## src/rtl/desa_pkg.sv

```systemverilog
// Shared constants, codes and lane control structures for the dual encoder
// speed averager. No dependencies; every other file imports this package.
package desa_pkg;

    localparam int WINDOW_DEPTH  = 8;
    localparam int FRACTION_BITS = 16;
    localparam int SCALE_FRAC    = 16;

    localparam int COUNT_W = 32;
    localparam int TICK_W  = 8;
    localparam int SCALE_W = 32;
    localparam int SPEED_W = 48;

    // one per-tick value, and the running sum over the window
    localparam int ENTRY_W = COUNT_W + FRACTION_BITS;
    localparam int SLOT_W  = (WINDOW_DEPTH > 1) ? $clog2(WINDOW_DEPTH) : 1;
    localparam int FILL_W  = $clog2(WINDOW_DEPTH + 1);
    localparam int SUM_W   = ENTRY_W + $clog2(WINDOW_DEPTH) + 1;

    // iterative divider: quotient bits retired per cycle
    localparam int DIV_STEPS = 2;
    localparam int DIV_W     = ((SUM_W + DIV_STEPS - 1) / DIV_STEPS) * DIV_STEPS;
    localparam int DIV_ITER  = DIV_W / DIV_STEPS;
    localparam int DVS_W     = (TICK_W > FILL_W) ? TICK_W : FILL_W;

    // scale multiply, split into low and high partial products
    localparam int PROD_W = 2 * SCALE_W;
    localparam int Q_W    = PROD_W - SCALE_FRAC;

    localparam int CFG_DATA_W = SCALE_W;

    typedef enum logic [0:0] {
        CFG_LEFT_SCALE  = 1'b0,
        CFG_RIGHT_SCALE = 1'b1
    } cfg_index_t;

    typedef struct packed {
        logic              start;
        logic              release_lane;
        logic              restart;
        logic [TICK_W-1:0] tick_span;
    } lane_cmd_t;

    typedef struct packed {
        logic                      done;
        logic signed [SPEED_W-1:0] speed;
        logic signed [COUNT_W-1:0] raw_delta;
    } lane_status_t;

endpackage

```

## src/rtl/desa_div.sv

```systemverilog
// Iterative unsigned restoring divider, DIV_STEPS quotient bits per cycle.
// Depends on desa_pkg for operand widths and the iteration count.
module desa_div (
    input  logic                       clk,
    input  logic                       rst_n,
    input  logic                       start,
    input  logic [desa_pkg::DIV_W-1:0] dividend,
    input  logic [desa_pkg::DVS_W-1:0] divisor,
    output logic                       done,
    output logic [desa_pkg::DIV_W-1:0] quotient
);
    import desa_pkg::*;

    localparam int CNT_W = $clog2(DIV_ITER + 1);

    logic             busy_reg, busy_next;
    logic             done_reg, done_next;
    logic [CNT_W-1:0] cnt_reg, cnt_next;
    logic [DVS_W-1:0] rem_reg, rem_next;
    logic [DIV_W-1:0] quo_reg, quo_next;
    logic [DVS_W-1:0] dvs_reg, dvs_next;

    logic [DVS_W-1:0] rem_w;
    logic [DIV_W-1:0] quo_w;
    logic [DVS_W:0]   trial;

    // retire DIV_STEPS quotient bits
    always_comb
    begin
        rem_w = rem_reg;
        quo_w = quo_reg;
        trial = '0;
        for (int i = 0; i < DIV_STEPS; i++)
        begin
            trial = {rem_w, quo_w[DIV_W-1]};
            quo_w = {quo_w[DIV_W-2:0], 1'b0};
            if (trial >= {1'b0, dvs_reg})
            begin
                trial    = trial - {1'b0, dvs_reg};
                quo_w[0] = 1'b1;
            end
            rem_w = trial[DVS_W-1:0];
        end
    end

    always_comb
    begin
        busy_next = busy_reg;
        done_next = 1'b0;
        cnt_next  = cnt_reg;
        rem_next  = rem_reg;
        quo_next  = quo_reg;
        dvs_next  = dvs_reg;
        if (start)
        begin
            busy_next = 1'b1;
            cnt_next  = CNT_W'(DIV_ITER);
            rem_next  = '0;
            quo_next  = dividend;
            dvs_next  = divisor;
        end
        else if (busy_reg)
        begin
            rem_next = rem_w;
            quo_next = quo_w;
            cnt_next = cnt_reg - CNT_W'(1);
            if (cnt_reg == CNT_W'(1))
            begin
                busy_next = 1'b0;
                done_next = 1'b1;
            end
        end
    end

    always_ff @(posedge clk or negedge rst_n)
    begin
        if (!rst_n)
        begin
            busy_reg <= 1'b0;
            done_reg <= 1'b0;
            cnt_reg  <= '0;
        end
        else
        begin
            busy_reg <= busy_next;
            done_reg <= done_next;
            cnt_reg  <= cnt_next;
        end
    end

    always_ff @(posedge clk)
    begin
        rem_reg <= rem_next;
        quo_reg <= quo_next;
        dvs_reg <= dvs_next;
    end

    assign done     = done_reg;
    assign quotient = quo_reg;

endmodule

```

## src/rtl/desa_lane.sv

```systemverilog
// One wheel lane: wrapped delta, per-tick divide, ring window with running
// sum, window average divide, scale multiply and saturation. Uses desa_div.
module desa_lane (
    input  logic                              clk,
    input  logic                              rst_n,
    input  desa_pkg::lane_cmd_t               cmd,
    input  logic signed [desa_pkg::COUNT_W-1:0] count,
    input  logic signed [desa_pkg::SCALE_W-1:0] scale,
    output desa_pkg::lane_status_t            status
);
    import desa_pkg::*;

    typedef enum logic [8:0] {
        ST_IDLE     = 9'b000000001,
        ST_TICK_DIV = 9'b000000010,
        ST_COMMIT   = 9'b000000100,
        ST_CHECK    = 9'b000001000,
        ST_AVG_DIV  = 9'b000010000,
        ST_MUL_LO   = 9'b000100000,
        ST_MUL_HI   = 9'b001000000,
        ST_SATURATE = 9'b010000000,
        ST_DONE     = 9'b100000000
    } lane_state_t;

    lane_state_t state_reg, state_next;

    logic [COUNT_W-1:0]        baseline_reg, baseline_next;
    logic [SLOT_W-1:0]         slot_reg, slot_next;
    logic [FILL_W-1:0]         fill_reg, fill_next;
    logic signed [SUM_W-1:0]   sum_reg, sum_next;
    logic signed [ENTRY_W-1:0] win_reg [WINDOW_DEPTH];

    logic signed [COUNT_W-1:0] raw_delta_reg, raw_delta_next;
    logic [COUNT_W-1:0]        count_reg, count_next;
    logic signed [SCALE_W-1:0] scale_reg, scale_next;
    logic                      delta_neg_reg, delta_neg_next;
    logic signed [ENTRY_W-1:0] tick_val_reg, tick_val_next;
    logic [SUM_W-1:0]          avg_reg, avg_next;
    logic [PROD_W-1:0]         prod_lo_reg, prod_lo_next;
    logic [PROD_W-1:0]         prod_hi_reg, prod_hi_next;
    logic signed [SPEED_W-1:0] speed_reg, speed_next;

    logic                      win_we;
    logic                      div_start;
    logic [DIV_W-1:0]          div_dividend;
    logic [DVS_W-1:0]          div_divisor;
    logic                      div_done;
    logic [DIV_W-1:0]          div_quotient;

    logic [COUNT_W-1:0]        delta;
    logic [COUNT_W-1:0]        delta_mag;
    logic [SUM_W-1:0]          sum_mag;
    logic [ENTRY_W-1:0]        tick_q;
    logic signed [ENTRY_W-1:0] old_entry;
    logic                      window_full;
    logic [SCALE_W-1:0]        scale_mag;
    logic [SCALE_W-1:0]        mul_a;
    logic [PROD_W-1:0]         mul_p;
    logic                      speed_neg;
    logic                      sat_hi;
    logic [Q_W:0]              q_sum;
    logic [SPEED_W-1:0]        lim;
    logic [SPEED_W-1:0]        q_mag;

    desa_div u_div (
        .clk      (clk),
        .rst_n    (rst_n),
        .start    (div_start),
        .dividend (div_dividend),
        .divisor  (div_divisor),
        .done     (div_done),
        .quotient (div_quotient)
    );

    assign delta       = COUNT_W'(count) - baseline_reg;
    assign delta_mag   = delta[COUNT_W-1] ? COUNT_W'(0) - delta : delta;
    assign sum_mag     = sum_reg[SUM_W-1] ? SUM_W'(0) - SUM_W'(sum_reg) : SUM_W'(sum_reg);
    assign tick_q      = div_quotient[ENTRY_W-1:0];
    assign window_full = (fill_reg == FILL_W'(WINDOW_DEPTH));
    assign old_entry   = window_full ? win_reg[slot_reg] : '0;

    // one shared multiplier for both partial products
    assign scale_mag = scale_reg[SCALE_W-1] ? SCALE_W'(0) - SCALE_W'(scale_reg)
                                            : SCALE_W'(scale_reg);
    assign mul_a     = (state_reg == ST_MUL_HI) ? SCALE_W'(avg_reg[SUM_W-1:SCALE_W])
                                                : avg_reg[SCALE_W-1:0];
    assign mul_p     = PROD_W'(mul_a) * PROD_W'(scale_mag);

    // drop SCALE_FRAC bits, clamp to the signed speed range
    always_comb
    begin
        speed_neg = sum_reg[SUM_W-1] ^ scale_reg[SCALE_W-1];
        sat_hi    = |prod_hi_reg[PROD_W-1:SCALE_W];
        q_sum     = (Q_W+1)'({prod_hi_reg[SCALE_W-1:0], {(SCALE_W-SCALE_FRAC){1'b0}}})
                  + (Q_W+1)'(prod_lo_reg[PROD_W-1:SCALE_FRAC]);
        lim       = speed_neg ? {1'b1, {(SPEED_W-1){1'b0}}} : {1'b0, {(SPEED_W-1){1'b1}}};
        if (sat_hi || (q_sum > (Q_W+1)'(lim)))
        begin
            q_mag = lim;
        end
        else
        begin
            q_mag = q_sum[SPEED_W-1:0];
        end
    end

    always_comb
    begin
        state_next     = state_reg;
        baseline_next  = baseline_reg;
        slot_next      = slot_reg;
        fill_next      = fill_reg;
        sum_next       = sum_reg;
        raw_delta_next = raw_delta_reg;
        count_next     = count_reg;
        scale_next     = scale_reg;
        delta_neg_next = delta_neg_reg;
        tick_val_next  = tick_val_reg;
        avg_next       = avg_reg;
        prod_lo_next   = prod_lo_reg;
        prod_hi_next   = prod_hi_reg;
        speed_next     = speed_reg;
        win_we         = 1'b0;
        div_start      = 1'b0;
        div_dividend   = '0;
        div_divisor    = '0;

        unique case (state_reg)
            ST_IDLE:
            begin
                if (cmd.start)
                begin
                    scale_next = scale;
                    count_next = COUNT_W'(count);
                    if (cmd.restart)
                    begin
                        baseline_next  = COUNT_W'(count);
                        sum_next       = '0;
                        fill_next      = '0;
                        slot_next      = '0;
                        raw_delta_next = '0;
                        speed_next     = '0;
                        state_next     = ST_DONE;
                    end
                    else
                    begin
                        raw_delta_next = signed'(delta);
                        delta_neg_next = delta[COUNT_W-1];
                        if (cmd.tick_span == '0)
                        begin
                            state_next = ST_CHECK;
                        end
                        else
                        begin
                            div_start    = 1'b1;
                            div_dividend = DIV_W'({delta_mag, {FRACTION_BITS{1'b0}}});
                            div_divisor  = DVS_W'(cmd.tick_span);
                            state_next   = ST_TICK_DIV;
                        end
                    end
                end
            end
            ST_TICK_DIV:
            begin
                if (div_done)
                begin
                    tick_val_next = signed'(delta_neg_reg ? ENTRY_W'(0) - tick_q : tick_q);
                    state_next    = ST_COMMIT;
                end
            end
            ST_COMMIT:
            begin
                win_we        = 1'b1;
                sum_next      = sum_reg + SUM_W'(tick_val_reg) - SUM_W'(old_entry);
                baseline_next = count_reg;
                slot_next     = (slot_reg == SLOT_W'(WINDOW_DEPTH - 1)) ? '0
                                                                         : slot_reg + SLOT_W'(1);
                if (!window_full)
                begin
                    fill_next = fill_reg + FILL_W'(1);
                end
                state_next = ST_CHECK;
            end
            ST_CHECK:
            begin
                if (fill_reg == '0)
                begin
                    speed_next = '0;
                    state_next = ST_DONE;
                end
                else
                begin
                    div_start    = 1'b1;
                    div_dividend = DIV_W'(sum_mag);
                    div_divisor  = DVS_W'(fill_reg);
                    state_next   = ST_AVG_DIV;
                end
            end
            ST_AVG_DIV:
            begin
                if (div_done)
                begin
                    avg_next   = div_quotient[SUM_W-1:0];
                    state_next = ST_MUL_LO;
                end
            end
            ST_MUL_LO:
            begin
                prod_lo_next = mul_p;
                state_next   = ST_MUL_HI;
            end
            ST_MUL_HI:
            begin
                prod_hi_next = mul_p;
                state_next   = ST_SATURATE;
            end
            ST_SATURATE:
            begin
                speed_next = signed'(speed_neg ? SPEED_W'(0) - q_mag : q_mag);
                state_next = ST_DONE;
            end
            ST_DONE:
            begin
                if (cmd.release_lane)
                begin
                    state_next = ST_IDLE;
                end
            end
            default:
            begin
                state_next = ST_IDLE;
            end
        endcase
    end

    always_ff @(posedge clk or negedge rst_n)
    begin
        if (!rst_n)
        begin
            state_reg    <= ST_IDLE;
            baseline_reg <= '0;
            slot_reg     <= '0;
            fill_reg     <= '0;
            sum_reg      <= '0;
        end
        else
        begin
            state_reg    <= state_next;
            baseline_reg <= baseline_next;
            slot_reg     <= slot_next;
            fill_reg     <= fill_next;
            sum_reg      <= sum_next;
        end
    end

    always_ff @(posedge clk)
    begin
        raw_delta_reg <= raw_delta_next;
        count_reg     <= count_next;
        scale_reg     <= scale_next;
        delta_neg_reg <= delta_neg_next;
        tick_val_reg  <= tick_val_next;
        avg_reg       <= avg_next;
        prod_lo_reg   <= prod_lo_next;
        prod_hi_reg   <= prod_hi_next;
        speed_reg     <= speed_next;
        if (win_we)
        begin
            win_reg[slot_reg] <= tick_val_reg;
        end
    end

    assign status.done      = (state_reg == ST_DONE);
    assign status.speed     = speed_reg;
    assign status.raw_delta = raw_delta_reg;

endmodule

```

## config.mk

```make
export PLATFORM = sky130hd
export DESIGN_NAME = desa_lane
export DESIGN_NICKNAME = d
export VERILOG_FILES = /design/src/rtl/desa_pkg.sv /design/src/rtl/desa_div.sv /design/src/rtl/desa_lane.sv
export SDC_FILE = /design/constraint.sdc
export NUM_CORES = 2
export LEC_CHECK = 0
export BUFFER_PORTS_ARGS = -buffer_cell sky130_fd_sc_hd__clkbuf_2
export CORE_ASPECT_RATIO = 0.7
export CORE_MARGIN = 4
export CORE_UTILIZATION = 50
export CTS_CLUSTER_SIZE = 12
export DETAILED_ROUTE_END_ITERATION = 8
export PLACE_DENSITY = 0.74
export SETUP_SLACK_MARGIN = 0.1
export SLEW_MARGIN = 20
export SYNTH_ARGS = -nofsm -noshare
export SYNTH_HDL_FRONTEND = slang
export SYNTH_HIERARCHICAL = 1
export SYNTH_SLANG_ARGS = --single-unit
```

## constraint.sdc

```tcl
create_clock -name clk -period 32.3 [get_ports clk]
set_input_delay 1.615 -clock clk [delete_from_list [all_inputs] [get_ports clk]]
set_output_delay 1.615 -clock clk [all_outputs]
set_load 0.01 [all_outputs]
```

==> results.cfg <==
[cts]
clock_path_buffers = 3
root_buffer = clkbuf_16
insertion_delay_ps = 770
cts_resized = 0
clk_pin_slew_worst_paths_ps = 70
cts_tree = done
cts_made_buffers = 95
htree_levels = 3
cts_setup_buffers = 0
cts_sinks = 916
hold_buffers = 0

[yosys]
yosysWarnings = 6
yosysTopAreaCellShare_pct = 30.20
yosysMostFrequentCell = inv_1
yosys.area.top_type = edfxtp_1
ys_seq_area_share_pct = 33.77
ys_top_cells_by_count = inv_1, fa_1, nand2_1, edfxtp_1, nor2_1
synth-edff-count = 801
syn_inst = 7748
synth.area.top_cells = edfxtp_1, fa_1, ha_1, inv_1, nand2_1
synth_ff_type = edfxtp_1
synth_cell_type_count = 106
async_flop_share_pct = 11.68
syn_area_um2 = 79640
synth_nets = 9229
synth_seq_cells = 916
avgSynthCellArea_um2 = 10.28

[timing]
setup_viol = 0
finalMaxSlewViolations = 0
fin_crit_sh_pct = 39.11
hold_viol_final = 0
setup_tns_ps = 0
period_needed_ps = 12630
tightest_slew_ps = 1240
max_freq_mhz = 79.16
rsz0062_at_grt = false
max_slew_margin_pct = 17.14
fin_skew_ps = 98.51

[grt]
grt_max_degree = 77
antenna_found_initial = 13
grt-ovfl-total = 0
grt_pass1_wl_mm = 375.9
gr-usage-all-layers_pct = 30.07
first_global_vias = 60140

[final_layout]
fin_nets = 9315
largest_reg_flops = 384
fill_cells = 13520
area_growth_pct = 8.782
multi_input_area_um2 = 47370
drive_above_1_share_pct = 8.107
ff_latch_area_um2 = 26890

[drt]
post_drt_wl_per_cell_um = 24.94
drc = 0
wirelength_mm = 250.0
drt_iter0_drc = 7384
vias_per_cell = 6.040
dr.pass1.iters = 6
routed-via-count = 60550
antenna_left = 0

[die]
core-area_um2 = 158100
die_y_um = 341.9
rows = 122
io_pins = 158
die_w_um = 485.0
start_util_pct = 50.36
die_area_um2 = 165800

[critical_path]
cp_common_cell = fa_1
slowest_stage = xor2_2
r2r-start = scale_reg[0]
path_class = register to register
startpoint_type = register
path_max_fanout = 20
cp.required_ps = 32760
startpoint = scale_reg[0]
endpoint_kind = register
critPathMaxStageDelay_ps = 870
arrival_ps = 13090

[worst_hold_path]
hp-class = register to register
min_from = u_div/quotient[49]

[job]
drv_cap = 0

[place]
io_buffer_count = 157
dp_hpwl_mm = 185.8
gp_congestion = 1.009

[status]
status = finished, final reports clean
-- critical path: cells and delay by family, from the launching register on --
family	cells	cell delay, ps
DFF	1	720
and+or+nand+nor	8	2510
xor gates and xnor gates	2	1040
buffers and inverters	3	790
adders and majority gates	10	4560
AOI/OAI and AO/OA	11	2730
-- stage by stage --
step / hold slack, ps / setup slack, ps / instances / instance area [um^2] / utilization, %
after floorplan: 422.2 / 21790 / 7748 / 79640 / -
after global placement: 450.2 / 20130 / 9845 / 83610 / 52.87
after detailed placement: 442.9 / 19910 / 9845 / 83620 / 52.87
after CTS: 466.7 / 19850 / 10020 / 86590 / 54.75
after global routing: 481.8 / 19110 / 10020 / 86620 / 54.77
final: 467.1 / 19670 / 10020 / 86630 / 54.78
-- path summary, 6_finish.rpt --
path / endpoint / slack (ps) / cells past startpoint
max in group asynchronous: sum_reg[2] / 30250 / 2
max: prod_hi_reg[61] / 19670 / 34
min: avg_reg[49] / 470 / 0
min reg2reg: avg_reg[49] / 470 / 0
min in group asynchronous: baseline_reg[28] / 870 / 1
max reg2reg: prod_hi_reg[61] / 19670 / 34
-- metal layers --
layer  vias up  part of all wire, %  GRT usage (%)
met3       566                   15          11.62
met4         6                  3.8          9.555
met1     30070                   41          44.04
li1      25880                    -              -
met5         -                0.016              0
met2      4033                   39          40.91
-- cell usage in the layout, fill, tap and decap left out, types with 72 or more instances in the layout --
cell / Yosys / final
dfrtp_1: 106 / 105
xnor2_1: 258 / 245
nor2_1: 759 / 756
o21ai_0: 183 / 182
edfxtp_1: 801 / 801
inv_1: 1263 / 1263
ha_1: 453 / 453
fa_1: 951 / 951
buf_4: 0 / 157
a31oi_1: 72 / 72
a22oi_1: 100 / 100
nand3_1: 104 / 102
clkbuf_16: 0 / 96
a21o_1: 89 / 89
xor2_1: 117 / 101
a21oi_1: 285 / 285
clkbuf_2: 0 / 156
nand2_1: 814 / 811
-- area by class of cell --
cell class,instances,share of cell area [%]
well taps,2108,3.044
clock inverters,27,0.3928
clock buffers,143,3.034
repair buffers,313,2.262
diodes,9,0.02600
multi-input cells,5234,54.68
inverters,1274,5.520
flip-flops and latches,916,31.04
-- logic make-up after synthesis --
| group | synth area share (%) |
|---|---|
| buffers and inverters | 7.595 |
| AO/OA/AOI/OAI | 10.23 |
| flip-flops | 33.77 |
| AND/OR/NAND/NOR | 11.66 |
| adder cells (fa/ha/maj) | 31.02 |
| multiplexers | 1.580 |
| XOR/XNOR | 4.144 |
Power is not shown: default switching activity piles up to over one toggle a cycle in this logic, so the estimate is an artifact.
